[src/rtl/sgr_escape_encoder_defines.svh]
// Assertion helpers shared by the encoder. Every property is sampled on the
// rising edge of clk_i and is switched off while rst_ni is low.
`ifndef SGR_ESCAPE_ENCODER_DEFINES_SVH
`define SGR_ESCAPE_ENCODER_DEFINES_SVH

// Same-cycle implication.
`define SGR_ASSERT_IMP(lbl, ante, cons, msg) \
  lbl: assert property (@(posedge clk_i) disable iff (!rst_ni) (ante) |-> (cons)) \
    else $error(msg);

// Next-cycle implication.
`define SGR_ASSERT_NXT(lbl, ante, cons, msg) \
  lbl: assert property (@(posedge clk_i) disable iff (!rst_ni) (ante) |=> (cons)) \
    else $error(msg);

`endif

[src/rtl/sgr_pkg.sv]
package sgr_pkg;

  // Field widths of a pen and of one output byte.
  localparam int unsigned KindW  = 2;
  localparam int unsigned ValueW = 24;
  localparam int unsigned FlagW  = 7;
  localparam int unsigned ByteW  = 8;

  // ASCII codes used in the sequence.
  localparam logic [7:0] ChrEsc  = 8'h1B;
  localparam logic [7:0] ChrLbr  = 8'h5B;
  localparam logic [7:0] ChrSemi = 8'h3B;
  localparam logic [7:0] ChrZero = 8'h30;
  localparam logic [7:0] ChrM    = 8'h6D;

  // Colour kinds; the unused code is decoded as the terminal default.
  typedef enum logic [1:0] {
    KIND_DEFAULT = 2'd0,
    KIND_PALETTE = 2'd1,
    KIND_RGB     = 2'd2
  } kind_e;

  // Which byte the datapath drives onto the output register.
  typedef enum logic [3:0] {
    BYTE_ESC,
    BYTE_LBR,
    BYTE_ZERO,
    BYTE_SEMI,
    BYTE_FLAG,
    BYTE_LAYER,
    BYTE_KIND,
    BYTE_FORM,
    BYTE_HUND,
    BYTE_TENS,
    BYTE_ONES,
    BYTE_M
  } byte_sel_e;

  // Sequencer states.
  typedef enum logic [3:0] {
    ST_IDLE,
    ST_HEAD_ESC,
    ST_HEAD_LBR,
    ST_HEAD_ZERO,
    ST_FLAG_SEMI,
    ST_FLAG_DIG,
    ST_COL_SEMI,
    ST_COL_LAYER,
    ST_COL_KIND,
    ST_FORM_SEMI,
    ST_FORM_DIG,
    ST_NUM_SEMI,
    ST_NUM_HUND,
    ST_NUM_TENS,
    ST_NUM_ONES,
    ST_TAIL
  } state_e;

  // Controller to datapath.
  typedef struct packed {
    logic      load;   // capture the pen on the input transfer
    logic      emit;   // load one byte into the output register
    byte_sel_e sel;    // which byte
    logic      layer;  // 0 foreground, 1 background
    logic [1:0] comp;  // colour byte: 0 red, 1 green, 2 blue or palette index
  } cmd_t;

  // Datapath to controller.
  typedef struct packed {
    logic  out_free;    // output register can take a byte this cycle
    logic  flags_any;   // at least one attribute flag left to emit
    logic  flags_more;  // more than one attribute flag left
    kind_e kind;        // kind of the selected layer
    logic  has_hund;    // selected colour byte has a hundreds digit
    logic  has_tens;    // selected colour byte has a tens digit
  } stat_t;

  // SGR parameter digit for each attribute flag bit.
  function automatic logic [7:0] flag_code(input logic [2:0] idx);
    logic [7:0] code;
    unique case (idx)
      3'd0:    code = 8'h31;
      3'd1:    code = 8'h32;
      3'd2:    code = 8'h33;
      3'd3:    code = 8'h34;
      3'd4:    code = 8'h35;
      3'd5:    code = 8'h37;
      3'd6:    code = 8'h39;
      default: code = 8'h30;
    endcase
    return code;
  endfunction

endpackage

[src/rtl/sgr_if.sv]
// Pen channel: one pen per transfer.
interface sgr_pen_if;
  logic                            valid;
  logic                            ready;
  logic [sgr_pkg::KindW-1:0]  fg_kind;
  logic [sgr_pkg::ValueW-1:0] fg_value;
  logic [sgr_pkg::KindW-1:0]  bg_kind;
  logic [sgr_pkg::ValueW-1:0] bg_value;
  logic [sgr_pkg::FlagW-1:0]  attr_flags;

  modport source (output valid, fg_kind, fg_value, bg_kind, bg_value, attr_flags,
                  input ready);
  modport sink (input valid, fg_kind, fg_value, bg_kind, bg_value, attr_flags,
                output ready);
endinterface

// Byte channel: one character of the escape sequence per transfer.
interface sgr_byte_if;
  logic                           valid;
  logic                           ready;
  logic [sgr_pkg::ByteW-1:0] out_byte;
  logic                           last_byte;

  modport source (output valid, out_byte, last_byte, input ready);
  modport sink (input valid, out_byte, last_byte, output ready);
endinterface

[src/rtl/sgr_ctrl.sv]
module sgr_ctrl (
  input  logic             clk_i,
  input  logic             rst_ni,
  input  logic             pen_valid_i,
  output logic             pen_ready_o,
  input  sgr_pkg::stat_t   stat_i,
  output sgr_pkg::cmd_t    cmd_o
);

  sgr_pkg::state_e state_q, state_d;
  logic            layer_q, layer_d;
  logic [1:0]      comp_q, comp_d;

  // State and position registers.
  always_ff @(posedge clk_i or negedge rst_ni) begin
    if (!rst_ni) begin
      state_q <= sgr_pkg::ST_IDLE;
      layer_q <= 1'b0;
      comp_q  <= 2'd0;
    end else begin
      state_q <= state_d;
      layer_q <= layer_d;
      comp_q  <= comp_d;
    end
  end

  // Next state and commands. Every state but idle emits one byte and moves
  // on only when the output register takes it.
  always_comb begin
    state_d     = state_q;
    layer_d     = layer_q;
    comp_d      = comp_q;
    pen_ready_o = 1'b0;
    cmd_o.load  = 1'b0;
    cmd_o.emit  = (state_q != sgr_pkg::ST_IDLE) && stat_i.out_free;
    cmd_o.sel   = sgr_pkg::BYTE_ESC;
    cmd_o.layer = layer_q;
    cmd_o.comp  = comp_q;

    unique case (state_q)
      sgr_pkg::ST_IDLE: begin
        pen_ready_o = 1'b1;
        if (pen_valid_i) begin
          cmd_o.load = 1'b1;
          layer_d    = 1'b0;
          state_d    = sgr_pkg::ST_HEAD_ESC;
        end
      end
      sgr_pkg::ST_HEAD_ESC: begin
        cmd_o.sel = sgr_pkg::BYTE_ESC;
        if (stat_i.out_free) state_d = sgr_pkg::ST_HEAD_LBR;
      end
      sgr_pkg::ST_HEAD_LBR: begin
        cmd_o.sel = sgr_pkg::BYTE_LBR;
        if (stat_i.out_free) state_d = sgr_pkg::ST_HEAD_ZERO;
      end
      sgr_pkg::ST_HEAD_ZERO: begin
        cmd_o.sel = sgr_pkg::BYTE_ZERO;
        if (stat_i.out_free) begin
          state_d = stat_i.flags_any ? sgr_pkg::ST_FLAG_SEMI : sgr_pkg::ST_COL_SEMI;
        end
      end
      sgr_pkg::ST_FLAG_SEMI: begin
        cmd_o.sel = sgr_pkg::BYTE_SEMI;
        if (stat_i.out_free) state_d = sgr_pkg::ST_FLAG_DIG;
      end
      sgr_pkg::ST_FLAG_DIG: begin
        cmd_o.sel = sgr_pkg::BYTE_FLAG;
        if (stat_i.out_free) begin
          state_d = stat_i.flags_more ? sgr_pkg::ST_FLAG_SEMI : sgr_pkg::ST_COL_SEMI;
        end
      end
      sgr_pkg::ST_COL_SEMI: begin
        cmd_o.sel = sgr_pkg::BYTE_SEMI;
        if (stat_i.out_free) state_d = sgr_pkg::ST_COL_LAYER;
      end
      sgr_pkg::ST_COL_LAYER: begin
        cmd_o.sel = sgr_pkg::BYTE_LAYER;
        if (stat_i.out_free) state_d = sgr_pkg::ST_COL_KIND;
      end
      sgr_pkg::ST_COL_KIND: begin
        cmd_o.sel = sgr_pkg::BYTE_KIND;
        if (stat_i.out_free) begin
          if (stat_i.kind != sgr_pkg::KIND_DEFAULT) begin
            state_d = sgr_pkg::ST_FORM_SEMI;
          end else if (!layer_q) begin
            layer_d = 1'b1;
            state_d = sgr_pkg::ST_COL_SEMI;
          end else begin
            state_d = sgr_pkg::ST_TAIL;
          end
        end
      end
      sgr_pkg::ST_FORM_SEMI: begin
        cmd_o.sel = sgr_pkg::BYTE_SEMI;
        if (stat_i.out_free) state_d = sgr_pkg::ST_FORM_DIG;
      end
      sgr_pkg::ST_FORM_DIG: begin
        cmd_o.sel = sgr_pkg::BYTE_FORM;
        if (stat_i.out_free) begin
          // RGB walks red, green, blue; a palette index sits in the blue byte.
          comp_d  = (stat_i.kind == sgr_pkg::KIND_RGB) ? 2'd0 : 2'd2;
          state_d = sgr_pkg::ST_NUM_SEMI;
        end
      end
      sgr_pkg::ST_NUM_SEMI: begin
        cmd_o.sel = sgr_pkg::BYTE_SEMI;
        if (stat_i.out_free) begin
          if (stat_i.has_hund)      state_d = sgr_pkg::ST_NUM_HUND;
          else if (stat_i.has_tens) state_d = sgr_pkg::ST_NUM_TENS;
          else                      state_d = sgr_pkg::ST_NUM_ONES;
        end
      end
      sgr_pkg::ST_NUM_HUND: begin
        cmd_o.sel = sgr_pkg::BYTE_HUND;
        if (stat_i.out_free) state_d = sgr_pkg::ST_NUM_TENS;
      end
      sgr_pkg::ST_NUM_TENS: begin
        cmd_o.sel = sgr_pkg::BYTE_TENS;
        if (stat_i.out_free) state_d = sgr_pkg::ST_NUM_ONES;
      end
      sgr_pkg::ST_NUM_ONES: begin
        cmd_o.sel = sgr_pkg::BYTE_ONES;
        if (stat_i.out_free) begin
          if (comp_q != 2'd2) begin
            comp_d  = comp_q + 2'd1;
            state_d = sgr_pkg::ST_NUM_SEMI;
          end else if (!layer_q) begin
            layer_d = 1'b1;
            state_d = sgr_pkg::ST_COL_SEMI;
          end else begin
            state_d = sgr_pkg::ST_TAIL;
          end
        end
      end
      sgr_pkg::ST_TAIL: begin
        cmd_o.sel = sgr_pkg::BYTE_M;
        if (stat_i.out_free) state_d = sgr_pkg::ST_IDLE;
      end
      default: begin
        state_d = sgr_pkg::ST_IDLE;
      end
    endcase
  end

endmodule

[src/rtl/sgr_dp.sv]
module sgr_dp (
  input  logic                       clk_i,
  input  logic                       rst_ni,
  input  logic [sgr_pkg::KindW-1:0]  fg_kind_i,
  input  logic [sgr_pkg::ValueW-1:0] fg_value_i,
  input  logic [sgr_pkg::KindW-1:0]  bg_kind_i,
  input  logic [sgr_pkg::ValueW-1:0] bg_value_i,
  input  logic [sgr_pkg::FlagW-1:0]  attr_flags_i,
  input  sgr_pkg::cmd_t              cmd_i,
  output sgr_pkg::stat_t             stat_o,
  input  logic                       out_ready_i,
  output logic                       out_valid_o,
  output logic [sgr_pkg::ByteW-1:0]  out_byte_o,
  output logic                       out_last_o
);

  logic [sgr_pkg::KindW-1:0]  fg_kind_q, bg_kind_q;
  logic [sgr_pkg::ValueW-1:0] fg_value_q, bg_value_q;
  logic [sgr_pkg::FlagW-1:0]  flags_q, flags_d;
  logic                       out_valid_q;
  logic [sgr_pkg::ByteW-1:0]  out_byte_q, out_byte_d;
  logic                       out_last_q;

  logic [sgr_pkg::KindW-1:0]  cur_kind;
  logic [sgr_pkg::ValueW-1:0] cur_value;
  sgr_pkg::kind_e             kind;
  logic [7:0]                 comp_v;
  logic [1:0]                 hund;
  logic [6:0]                 rem;
  logic [14:0]                prod;
  logic [3:0]                 tens, ones;
  logic [2:0]                 flag_idx;
  logic                       out_free;

  // Pen registers; the flag word drains one flag per emitted flag digit.
  always_ff @(posedge clk_i) begin
    if (cmd_i.load) begin
      fg_kind_q  <= fg_kind_i;
      fg_value_q <= fg_value_i;
      bg_kind_q  <= bg_kind_i;
      bg_value_q <= bg_value_i;
    end
    flags_q <= flags_d;
  end

  always_comb begin
    flags_d = flags_q;
    if (cmd_i.load) begin
      flags_d = attr_flags_i;
    end else if (cmd_i.emit && (cmd_i.sel == sgr_pkg::BYTE_FLAG)) begin
      flags_d = flags_q & (flags_q - sgr_pkg::FlagW'(1));
    end
  end

  // Lowest flag still pending.
  always_comb begin
    flag_idx = 3'd0;
    for (int i = sgr_pkg::FlagW - 1; i >= 0; i--) begin
      if (flags_q[i]) flag_idx = 3'(i);
    end
  end

  // Selected layer and its colour byte.
  assign cur_kind  = cmd_i.layer ? bg_kind_q : fg_kind_q;
  assign cur_value = cmd_i.layer ? bg_value_q : fg_value_q;

  always_comb begin
    case (cur_kind)
      2'd1:    kind = sgr_pkg::KIND_PALETTE;
      2'd2:    kind = sgr_pkg::KIND_RGB;
      default: kind = sgr_pkg::KIND_DEFAULT;
    endcase
  end

  always_comb begin
    case (cmd_i.comp)
      2'd0:    comp_v = cur_value[23:16];
      2'd1:    comp_v = cur_value[15:8];
      default: comp_v = cur_value[7:0];
    endcase
  end

  // Decimal digits of the colour byte; tens by multiplying with 205/2048.
  always_comb begin
    if (comp_v >= 8'd200)      hund = 2'd2;
    else if (comp_v >= 8'd100) hund = 2'd1;
    else                       hund = 2'd0;
    rem  = 7'(comp_v - 8'(8'(hund) * 8'd100));
    prod = 15'(rem) * 15'd205;
    tens = prod[14:11];
    ones = 4'(rem - 7'(7'(tens) * 7'd10));
  end

  // Byte selection.
  always_comb begin
    unique case (cmd_i.sel)
      sgr_pkg::BYTE_ESC:   out_byte_d = sgr_pkg::ChrEsc;
      sgr_pkg::BYTE_LBR:   out_byte_d = sgr_pkg::ChrLbr;
      sgr_pkg::BYTE_ZERO:  out_byte_d = sgr_pkg::ChrZero;
      sgr_pkg::BYTE_SEMI:  out_byte_d = sgr_pkg::ChrSemi;
      sgr_pkg::BYTE_FLAG:  out_byte_d = sgr_pkg::flag_code(flag_idx);
      sgr_pkg::BYTE_LAYER: out_byte_d = cmd_i.layer ? 8'h34 : 8'h33;
      sgr_pkg::BYTE_KIND:  out_byte_d = (kind == sgr_pkg::KIND_DEFAULT) ? 8'h39 : 8'h38;
      sgr_pkg::BYTE_FORM:  out_byte_d = (kind == sgr_pkg::KIND_RGB) ? 8'h32 : 8'h35;
      sgr_pkg::BYTE_HUND:  out_byte_d = sgr_pkg::ChrZero + 8'(hund);
      sgr_pkg::BYTE_TENS:  out_byte_d = sgr_pkg::ChrZero + 8'(tens);
      sgr_pkg::BYTE_ONES:  out_byte_d = sgr_pkg::ChrZero + 8'(ones);
      sgr_pkg::BYTE_M:     out_byte_d = sgr_pkg::ChrM;
      default:             out_byte_d = sgr_pkg::ChrZero;
    endcase
  end

  // Output register: takes a new byte whenever it is empty or being drained.
  assign out_free = !out_valid_q || out_ready_i;

  always_ff @(posedge clk_i or negedge rst_ni) begin
    if (!rst_ni) begin
      out_valid_q <= 1'b0;
    end else if (cmd_i.emit) begin
      out_valid_q <= 1'b1;
    end else if (out_ready_i) begin
      out_valid_q <= 1'b0;
    end
  end

  always_ff @(posedge clk_i) begin
    if (cmd_i.emit) begin
      out_byte_q <= out_byte_d;
      out_last_q <= (cmd_i.sel == sgr_pkg::BYTE_M);
    end
  end

  // Status back to the controller.
  assign stat_o.out_free   = out_free;
  assign stat_o.flags_any  = |flags_q;
  assign stat_o.flags_more = |(flags_q & (flags_q - sgr_pkg::FlagW'(1)));
  assign stat_o.kind       = kind;
  assign stat_o.has_hund   = (comp_v >= 8'd100);
  assign stat_o.has_tens   = (comp_v >= 8'd10);

  assign out_valid_o = out_valid_q;
  assign out_byte_o  = out_byte_q;
  assign out_last_o  = out_last_q;

endmodule

[src/rtl/sgr_escape_encoder.sv]
// SGR escape sequence encoder. Each pen taken on pen_i (foreground and
// background colour, each default, palette or RGB, plus seven attribute flags)
// comes out on seq_o as the ANSI sequence ESC [ 0 ;flags ;fg ;bg m, one ASCII
// byte per transfer, with last_byte set on the closing 'm'. A pen yields 10 to
// 52 bytes; the byte sequencer emits one byte per cycle while the sink takes
// them. A pen is taken only in the idle state, ahead of its first byte, and
// the next pen is taken once the closing byte has entered the output
// register. A kind code of 3 is treated as the terminal default, and a
// palette colour uses only the low 8 bits of its value.
`include "sgr_escape_encoder_defines.svh"

module sgr_escape_encoder (
  input  logic        clk_i,
  input  logic        rst_ni,
  sgr_pen_if.sink     pen_i,
  sgr_byte_if.source  seq_o
);

  sgr_pkg::cmd_t  cmd;
  sgr_pkg::stat_t stat;
  logic           pen_ready;

  // Sequencer.
  sgr_ctrl u_ctrl (
    .clk_i       (clk_i),
    .rst_ni      (rst_ni),
    .pen_valid_i (pen_i.valid),
    .pen_ready_o (pen_ready),
    .stat_i      (stat),
    .cmd_o       (cmd)
  );

  // Pen storage, digit logic and output register.
  sgr_dp u_dp (
    .clk_i        (clk_i),
    .rst_ni       (rst_ni),
    .fg_kind_i    (pen_i.fg_kind),
    .fg_value_i   (pen_i.fg_value),
    .bg_kind_i    (pen_i.bg_kind),
    .bg_value_i   (pen_i.bg_value),
    .attr_flags_i (pen_i.attr_flags),
    .cmd_i        (cmd),
    .stat_o       (stat),
    .out_ready_i  (seq_o.ready),
    .out_valid_o  (seq_o.valid),
    .out_byte_o   (seq_o.out_byte),
    .out_last_o   (seq_o.last_byte)
  );

  assign pen_i.ready = pen_ready;

  // A byte is only loaded when the output register has room.
  `SGR_ASSERT_IMP(a_emit_room, cmd.emit, !seq_o.valid || seq_o.ready,
                  "byte loaded into a full output register")
  // Every sequence starts with ESC right after the pen transfer.
  `SGR_ASSERT_NXT(a_start_esc, pen_i.valid && pen_i.ready, cmd.sel == sgr_pkg::BYTE_ESC,
                  "sequence does not start with ESC")
  // After the closing byte the encoder is free for the next pen.
  `SGR_ASSERT_NXT(a_tail_idle, cmd.emit && (cmd.sel == sgr_pkg::BYTE_M), pen_i.ready,
                  "encoder not idle after the closing byte")
  // A flag digit is only emitted while a flag is pending.
  `SGR_ASSERT_IMP(a_flag_pending, cmd.emit && (cmd.sel == sgr_pkg::BYTE_FLAG),
                  stat.flags_any, "flag digit emitted with no flag pending")

endmodule

[src/flat_wrapper.sv]
// flat-port wrapper written by rule: the top's interface ports become plain ports
module sgr_escape_encoder_flat 
  (clk_i, rst_ni, pen_i_valid, pen_i_fg_kind, pen_i_fg_value, pen_i_bg_kind, pen_i_bg_value, pen_i_attr_flags, pen_i_ready, seq_o_valid, seq_o_out_byte, seq_o_last_byte, seq_o_ready);
  sgr_pen_if pen_i_i ();
  sgr_byte_if seq_o_i ();
  input  logic clk_i;
  input  logic rst_ni;
  input wire logic [$bits(pen_i_i.valid)-1:0] pen_i_valid;
  input wire logic [$bits(pen_i_i.fg_kind)-1:0] pen_i_fg_kind;
  input wire logic [$bits(pen_i_i.fg_value)-1:0] pen_i_fg_value;
  input wire logic [$bits(pen_i_i.bg_kind)-1:0] pen_i_bg_kind;
  input wire logic [$bits(pen_i_i.bg_value)-1:0] pen_i_bg_value;
  input wire logic [$bits(pen_i_i.attr_flags)-1:0] pen_i_attr_flags;
  output wire logic [$bits(pen_i_i.ready)-1:0] pen_i_ready;
  output wire logic [$bits(seq_o_i.valid)-1:0] seq_o_valid;
  output wire logic [$bits(seq_o_i.out_byte)-1:0] seq_o_out_byte;
  output wire logic [$bits(seq_o_i.last_byte)-1:0] seq_o_last_byte;
  input wire logic [$bits(seq_o_i.ready)-1:0] seq_o_ready;
  assign pen_i_i.valid = pen_i_valid;
  assign pen_i_i.fg_kind = pen_i_fg_kind;
  assign pen_i_i.fg_value = pen_i_fg_value;
  assign pen_i_i.bg_kind = pen_i_bg_kind;
  assign pen_i_i.bg_value = pen_i_bg_value;
  assign pen_i_i.attr_flags = pen_i_attr_flags;
  assign pen_i_ready = pen_i_i.ready;
  assign seq_o_valid = seq_o_i.valid;
  assign seq_o_out_byte = seq_o_i.out_byte;
  assign seq_o_last_byte = seq_o_i.last_byte;
  assign seq_o_i.ready = seq_o_ready;
  sgr_escape_encoder u_core (.clk_i(clk_i), .rst_ni(rst_ni), .pen_i(pen_i_i), .seq_o(seq_o_i));
endmodule
[config.mk]
export PLATFORM = sky130hd
export DESIGN_NAME = sgr_escape_encoder_flat
export DESIGN_NICKNAME = d
export VERILOG_FILES = /design/src/rtl/sgr_pkg.sv /design/src/rtl/sgr_if.sv /design/src/rtl/sgr_ctrl.sv /design/src/rtl/sgr_dp.sv /design/src/rtl/sgr_escape_encoder.sv /design/src/flat_wrapper.sv
export VERILOG_INCLUDE_DIRS = /design/src /design/src/rtl
export SDC_FILE = /design/constraint.sdc
export NUM_CORES = 1
export LEC_CHECK = 0
export BUFFER_PORTS_ARGS = -buffer_cell sky130_fd_sc_hd__buf_2
export CAP_MARGIN = 0
export CELL_PAD_IN_SITES_DETAIL_PLACEMENT = 1
export CELL_PAD_IN_SITES_GLOBAL_PLACEMENT = 1
export CORE_UTILIZATION = 45
export DETAILED_ROUTE_END_ITERATION = 8
export PLACE_DENSITY_LB_ADDON = 0.1
export SYNTH_ARGS = -nofsm -noshare
export SYNTH_HDL_FRONTEND = slang
export SYNTH_SLANG_ARGS = --single-unit
[constraint.sdc]
create_clock -name clk_i -period 10.8 [get_ports clk_i]
set_input_delay 2.7 -clock clk_i [delete_from_list [all_inputs] [get_ports clk_i]]
set_output_delay 2.7 -clock clk_i [all_outputs]
set_load 0.05 [all_outputs]
### Word level (Yosys, flattened, before mapping)

Cells that the tools add are included.

* latch bits: 0
* output and inout bits: 11
* ROM bits: 0
* word-level logic and storage cells: 162
* memories: 0
* bits in writable memories: 0
* register bits: 76

* muxes and demuxes: 61
* reductions and logical operators: 21
* $lt $le $gt $ge: 3
* div/mod/pow operators: 0
* equal/unequal tests: 55
* add/subtract/negate cells: 7
* bitwise logic cells: 1
* multipliers: 3
* shifts and indexed selects: 0

Operators with widths (count)
* $pmux 7 s11: 1
* $mux 4: 19
* $pmux 4 s16: 1
* $eq 4x4->1 const B: 12
* $pmux 4 s11: 1
* $ne 2x2->1 const B: 20
* $eq 4x3->1 const B: 8
* $pmux 4 s7: 1
* $mux 3: 9
* $mux 24: 1
* $mux 2: 10
* $pmux 8 s2: 1
* $reduce_and 16->1: 1
* $mul 7x8->15 const B: 1
* $add 6x4->7 const A: 2
* $mux 7: 2
* $reduce_or 7->1: 2
* $eq 4x2->1 const B: 3
* $mux 1: 12
* $eq 3x3->1 const B: 3
* $eq 4x1->1 const B: 2
* $ge 8x4->1 const B: 1
* $ge 8x7->1 const B: 1
* $ge 8x8->1 const B: 1
* other kinds (26): 36

### Logic depth before layout (Yosys ltp)

Gate-level depths: netlist (run 1).

* word-level depth: 12
* mapped depth: 34
* depth with buffers taken out: 33

### By module

From an unflattened synthesis (run 1), not the netlist that was laid out.

* cells, all modules: 451
* area, all modules: 4941.0 um2

By module, submodules not included
* sgr_dp: instances 1, cells each 376, area each 4347.9 um2, seq. area each 2037.0 um2
* sgr_ctrl: instances 1, cells each 75, area each 593.1 um2, seq. area each 175.2 um2

### Least setup slack after synthesis (run 1)

Ideal clock, no wire load.

* kind: register -> register
* from: register u_core.u_ctrl.comp_q[0]
* to: register u_core.u_dp.out_byte_q (netlist bit u_core.u_dp.out_byte_o[2]) (data pin)
* buffers on the path: 1
* slack: 3.848 ns
* stages on the path, launching flop included: 31
* arrival: 6.693 ns
* required time: 10.540 ns
* cell sequence: dfrtp_1 -> inv_1 -> ha_1 -> buf_2 -> a22o_1 -> a211oi_1 -> a31oi_1 -> inv_1 -> and4_1 -> a21oi_1 -> inv_1 -> ha_1 -> fa_1 -> xnor2_1 -> ha_1 -> fa_1 -> ha_1 -> inv_1 -> fa_1 -> inv_1 -> ha_1 -> a21o_1 -> a2111oi_0 -> a22oi_2 -> xor2_1 -> fa_1 -> nand2_1 -> a22o_1 -> a22oi_1 -> o32a_1 -> o21ai_1

* cells in the longest elaborated chain, start to end: 12
* elaborated cells on any way between the ends: 16
* classes of those cells: add/sub (5); mul (3); order compare (2); eq/ne (1); mux (4); reduce/logical (1)

Ends and longest elaborated chain
* from (decl): RTL line sgr_ctrl.sv:12 `logic [1:0] comp_q, comp_d;`
* from (signal assigned): RTL line sgr_ctrl.sv:23 `comp_q <= comp_d;`
* $eq 2x1->1 or $logic_not 2->1 (tied branches): RTL line sgr_dp.sv:76 `case (cmd_i.comp)`
* $pmux 8 s2 (*): RTL line sgr_dp.sv:76
* $ge 8x7->1: RTL line sgr_dp.sv:86 `else if (comp_v >= 8'd100) hund = 2'd1;`
* $mux 1: RTL line sgr_dp.sv:86
* $mux 2: RTL line sgr_dp.sv:85 `if (comp_v >= 8'd200) hund = 2'd2;`
* $mul 2x5->5: RTL line sgr_dp.sv:88 `rem = 7'(comp_v - 8'(8'(hund) * 8'd100));`
* $sub 7x7->7: RTL line sgr_dp.sv:88
* $mul 7x8->15: RTL line sgr_dp.sv:89 `prod = 15'(rem) * 15'd205;`
* $mul 4x3->3: RTL line sgr_dp.sv:91 `ones = 4'(rem - 7'(7'(tens) * 7'd10));`
* $sub 4x4->4: RTL line sgr_dp.sv:91
* $add 6x4->7: RTL line sgr_dp.sv:107 `sgr_pkg::BYTE_ONES: out_byte_d = sgr_pkg::ChrZero + 8'(ones);`
* $pmux 7 s11 (*): RTL line sgr_dp.sv:96 `unique case (cmd_i.sel)`
* to (signal assigned): RTL line sgr_dp.sv:128 `out_byte_q <= out_byte_d;`
* to (decl): RTL line sgr_dp.sv:21 `logic [sgr_pkg::ByteW-1:0] out_byte_q, out_byte_d;`

Every way passes the cells marked *; elsewhere a longest branch is shown, timed or not.
A chain may end at the register's enable or synchronous reset.

### Worst setup path after layout (run 1)

Same ends and word-level chain as after synthesis.

==> flow_metrics.tcl, run 1 <==
set metrics [dict create \
    outcome "completed" \
    maxSlewHeadroom_pct 21.26 \
    dp_hpwl_um 8549 \
    min_period_ns 7.963 \
    final-instance-count-excl-fill 621 \
    post_cts_buffers 0 \
    final_nets 598 \
    dr.pass1.iters 4 \
    detail_route.vias_per_cell 5.573 \
    cp_max_fo 14 \
    syn_inst 417 \
    cts_tree "yes" \
    required_ns 10.92 \
    max_stage_delay_ns 0.54 \
    area_growth_pct 13.24 \
    synth_cell_types 63 \
    ctsHoldBuffers 0 \
    numClockSinks 75 \
    async_flop_share_pct 10.67 \
    r2r-end "u_core.u_dp.out_byte_o[2]" \
    cp.arrival_ns 8.09 \
    num-fill-cells 1113 \
    r2r-start "u_core.u_ctrl.comp_q[0]" \
    grt_pass1_vias 3693 \
    holdPathStages 2 \
    routed-via-count 3461 \
    min_period_over_period_pct 73.73 \
    ant_nets 0 \
    worstSetupEndpointType "register" \
    synth_fp_nets 532 \
    rsz0062_at_grt "no" \
    drt_iter0_markers 219 \
    grt_pass1_wl_um 18640 \
    ys_top_cells_by_area "edfxtp_1 (43%), ha_1 (11%), dfrtp_1 (4.3%), fa_1 (4.3%), nand2_1 (2.9%)" \
    crit_end "u_core.u_dp.out_byte_o[2]" \
    hold_start "u_core.u_dp.out_valid_o" \
    maxCapViolations 0 \
    regArea_um2 2212 \
    clk_latency_ns 0.37 \
    max_freq_ghz 0.1256 \
    worstMarginPinSlew_ns 1.171 \
    cts-root-buf "clkbuf_8" \
    drive_gt1_share_pct 20.29 \
    initial_core_util_pct 46.93 \
    critical_path_class "reg2reg" \
    multi_input_area_um2 2225 \
    avgSynthCellArea_um2 11.15 \
    wire_per_inst_um 17.86 \
    crit_path_start_kind "register" \
    rows 36 \
    core_um2 9910 \
    clock_skew_ns 0.01495 \
    fp.dieH_um 103.7 \
    fp.dieW_um 103.7 \
    slowest_stage "fa_1" \
    track_usage_pct 22.26 \
    hp-class "reg2reg" \
    cts_buffer_depth 2 \
    antenna_found_initial 0 \
    cts_repair_resize_count 0 \
    setup_tns_ns 0 \
    grt_max_degree 60 \
    cp-startpoint "u_core.u_ctrl.comp_q[0]" \
    ys_warn_count 0 \
    rr_worst_depth 31 \
    drc 0 \
    gr-total-overflow 0 \
    synth_top_area_cell "edfxtp_1" \
    cts_buffers 9 \
    path_clk_slew_ns 0.09 \
    port_buffers 72 \
    ios 74 \
    synth_edf_count 67 \
    netlist_area_um2 4651 \
    synth_seq_area_share_pct 47.57 \
    htreeDepth 3 \
    ys_ff_latch 75 \
    synthTopCellsByCount "edfxtp_1 (67), ha_1 (42), nand2_1 (36), inv_1 (34), a21oi_1 (22)" \
    ff2ff_setup_slack_ns 2.84 \
    finalSetupViolCount 0 \
    hold_viol 0 \
    whs_ns 0.5668 \
    placed_cells 605 \
    ys.flop_type "edfxtp_1" \
    num_antenna_cells 0 \
    yosys.cell_count.top_type "edfxtp_1" \
    slew_violations 0 \
    wl_um 11090 \
    die_area_um2 10750 \
    synth_top_cell_area_share_pct 43.26 \
    gp_congestion 0.8378 \
]
==> final cells by class <==
cell class / count / area share [%]
Multi-Input combinational cell: 290 / 42.24
Sequential cell: 75 / 42.01
Timing Repair Buffer: 73 / 6.985
Tap cell: 133 / 3.160
Clock buffer: 10 / 2.423
Inverter: 34 / 2.423
Clock inverter: 6 / 0.7603
==> how the worst min path moves through the flow <==
stage                         endpoint
5_1_grt        u_core.u_dp.out_valid_o
3_5_place_dp   u_core.u_dp.out_valid_o
2_1_floorplan  u_core.u_ctrl.comp_q[1]
3_3_place_gp   u_core.u_dp.out_valid_o
4_1_cts        u_core.u_dp.out_valid_o
6_report       u_core.u_dp.out_valid_o
==> worst max-delay path, delay by kind of cell (launching register included) <==
| family | cells | cell delay [ns] |
|---|---|---|
| adders and majority gates | 9 | 3.44 |
| AOI/OAI and AO/OA | 11 | 2.33 |
| and+or+nand+nor | 4 | 0.76 |
| xor gates and xnor gates | 2 | 0.46 |
| buffers and inverters | 5 | 0.38 |
| DFF | 1 | 0.35 |
==> flip-flops by register name, summed over array words and instances (netlist names) <==
name / flops
u_core.u_ctrl.layer_q: 1
u_core.u_dp.out_byte_o: 7
u_core.u_dp.bg_kind_q: 2
u_core.u_dp.fg_kind_q: 2
u_core.u_dp.out_last_o: 1
u_core.u_ctrl.comp_q: 2
u_core.u_dp.flags_q: 7
u_core.u_ctrl.state_q: 4
u_core.u_dp.bg_value_q: 24
u_core.u_dp.out_valid_o: 1
u_core.u_dp.fg_value_q: 24
==> cells in the final DEF (no fill, tap or decap), drive strengths merged, types with 10 or more instances in the layout <==
cell    Yosys  final
buf         8     73
nand3      13     13
fa         10     10
ha         42     42
o21ai      24     24
a21oi      22     22
nor2       21     21
nand2      36     36
inv        34     36
clkbuf     10     10
edfxtp     67     67
==> per-stage QoR <==
step	setup WS, ns	area [um2]	utilization (%)
after CTS	2.802	5266	53.14
after floorplan	3.848	4651	-
after global routing	2.252	5266	53.14
after global placement	3.068	5099	51.45
after detailed placement	2.818	5099	51.45
final	2.837	5266	53.14
==> cells by family after synthesis <==
group                      share of synthesized area, %
muxes                                             3.067
DFF                                               47.57
and+or+nand+nor                                   10.44
adders and majority gates                         16.03
buffers and inverters                             4.601
xor gates and xnor gates                          2.260
other                                           0.08063
AOI/OAI and AO/OA                                 15.95
==> routing by layer <==
layer / GRT usage (%) / share of wire, %
met3: 2.958 / 2.9
met2: 38.35 / 50
met5: 0 / 0
met4: 8.673 / 1.7
met1: 28.43 / 45
Power of run 1 is left out: the tool's default activity adds up to more than one toggle a clock period on the data nets, which glitch-free logic cannot reach.
==> inputs of run 2 (changes only) <==
Settings changed: CORE_UTILIZATION 45 to 41.
Clock period 10.8 ns to 6.6 ns, I/O delays scaled along.
==> run 2 against run 1 <==
Compared with the run above: the run now ends with negative setup slack left; via count rose by 7.3%; global-route usage rose by 0.29 points; final area rose by 20%; first-iteration DRC count fell by 62%; critical path depth rose by 3; count of clock-buffer cells in the layout fell by 1; register-to-register slack got worse by 3.0 ns; core utilization rose by 4.5 points; hold slack improved by 0.030 ns; clock skew fell by 0.0081 ns; critical path type unchanged; critical endpoint unchanged.
==> flow_metrics.tcl, run 2 (synthesis gave the netlist of run 1 again) <==
set metrics [dict create \
    numClockSinks 75 \
    ios 74 \
    use_met3_pct 3.918 \
    drc 0 \
    critical_path_class "reg2reg" \
    worstSetupEndpointType "register" \
    htreeDepth 3 \
    holdPathStages 2 \
    busiest_layer "met2" \
    core_um2 10940 \
    clk_latency_ns 0.34 \
    min_period_over_period_pct 103.0 \
    grt_pass1_wl_um 20000 \
    reg_top3 "u_core.u_dp.bg_value_q: 24 flops, u_core.u_dp.fg_value_q: 24 flops" \
    path_common_cell "ha_4" \
    crit_path_start_kind "register" \
    grt_pass1_vias 3990 \
    finalSetupViolCount 2 \
    regArea_um2 2213 \
    wl_um 12340 \
    rr_worst_depth 34 \
    final_cell_mix "buf_2 (72), edfxtp_1 (67), buf_4 (53)" \
    use_met2_pct 39.96 \
    path_clk_slew_ns 0.06 \
    track_usage_pct 22.55 \
    antenna_found_initial 0 \
    fp.dieW_um 108.5 \
    setup_slack_ns -0.1985 \
    initial_core_util_pct 42.53 \
    maxSlewHeadroom_pct 26.40 \
    cts_buffers 9 \
    cts_tree "yes" \
    outcome "complete, but fails checks" \
    cp.arrival_ns 6.89 \
    min_period_ns 6.799 \
    num_antenna_cells 0 \
    multi_input_area_um2 2656 \
    dp_hpwl_um 8689 \
    gr-usage-met1_pct 27.72 \
    dr.pass1.iters 4 \
    drt_iter0_markers 84 \
    die_area_um2 11770 \
    fp.dieH_um 108.5 \
    maxCapViolations 0 \
    cts-root-buf "clkbuf_16" \
    final_nets 653 \
    mostFrequentLayoutCell "buf_2" \
    required_ns 6.69 \
    max_stage_delay_ns 0.53 \
    cp_max_fo 6 \
    max_freq_ghz 0.1471 \
    gp_congestion 0.8186 \
    whs_ns 0.5968 \
    hp-class "reg2reg" \
    slew_violations 0 \
    fin_util_pct 57.68 \
    hold_viol 0 \
    worstMarginPinSlew_ns 1.095 \
    rsz0062_at_grt "yes" \
    slowest_stage "fa_2" \
    gr-total-overflow 0 \
    grt_max_degree 63 \
    cts_buffer_depth 2 \
    violations "negative setup slack" \
    clock_skew_ns 0.006831 \
    drive_gt1_share_pct 39.78 \
    routed-via-count 3715 \
    detail_route.vias_per_cell 5.439 \
    rows 38 \
    num-fill-cells 1191 \
    area_growth_pct 35.62 \
    ant_nets 0 \
    port_buffers 72 \
    wire_per_inst_um 18.06 \
]
[run 2: cell types whose count changed in the layout (fill, tap and decap cells not counted), moves of 4 or more]
| cell | delta |
|---|---|
| ha_4 | +15 |
| inv_2 | +8 |
| clkbuf_16 | +9 |
| a21oi_1 | -5 |
| a22oi_2 | +4 |
| ha_1 | -15 |
| buf_4 | +52 |
| clkbuf_8 | -9 |
| a22oi_1 | -4 |
| inv_1 | -8 |
[run 2: timing repair]
action | in CTS | in global routing
setup buffers | 11 | 4
endpoints found under the setup margin | 4 | 4
pin swaps | 34 | 23
hold buffers | 0 | 0
resized for setup | 47 | 18
[run 2: layout make-up]
type                       count  share of cell area [%]
inverter                      34                   2.023
multi-input combinational    290                   42.11
timing repair buffer         128                   12.76
tap                          140                   2.777
clock buffer                   9                   3.571
clock inverter                 7                   1.666
sequential                    75                   35.09
[run 2: path summary, 6_finish.rpt]
path                                          from                   endpoint  slack [ns]
setup / recovery           u_core.u_ctrl.comp_q[0]  u_core.u_dp.out_byte_o[2]       -0.20
hold reg to reg            u_core.u_dp.out_valid_o    u_core.u_dp.out_valid_o        0.60
hold / removal             u_core.u_dp.out_valid_o    u_core.u_dp.out_valid_o        0.60
setup reg to reg           u_core.u_ctrl.comp_q[0]  u_core.u_dp.out_byte_o[2]       -0.20
min in group asynchronous                   rst_ni   u_core.u_ctrl.state_q[1]        1.16
max in group asynchronous                   rst_ni      u_core.u_ctrl.layer_q        5.24
[run 2: per-stage QoR]
step / instance area (um2) / setup slack, ns / setup TNS (ns) / std cells
floorplan: 4748 / 0.001106 / 0 / 417
global placement: 5518 / -0.3120 / -0.5384 / 654
detailed placement: 5518 / -0.6016 / -1.266 / 654
CTS: 6191 / -0.2909 / -0.4845 / 680
global route: 6307 / -0.4684 / -1.047 / 683
finish: 6307 / -0.1985 / -0.3153 / 683
[run 2: metal layers]
metal  up-vias  part of all wire (%)  wire length (um)
met5         -                     0                 0
met4         0                   1.4               172
met3        15                   2.9               359
met2        75                    53              6512
met1      1833                    43              5294
li1       1792                     -                 -
[run 2: critical path: cells and delay by family (launching register included)]
family	cells	cell delay (ns)
adder cells (fa/ha/maj)	10	3.13
buffers and inverters	6	0.50
XOR/XNOR	1	0.27
AO/OA/AOI/OAI	11	1.49
flip-flops	1	0.41
AND/OR/NAND/NOR	6	0.74
Power of run 2 is left out for the same reason.
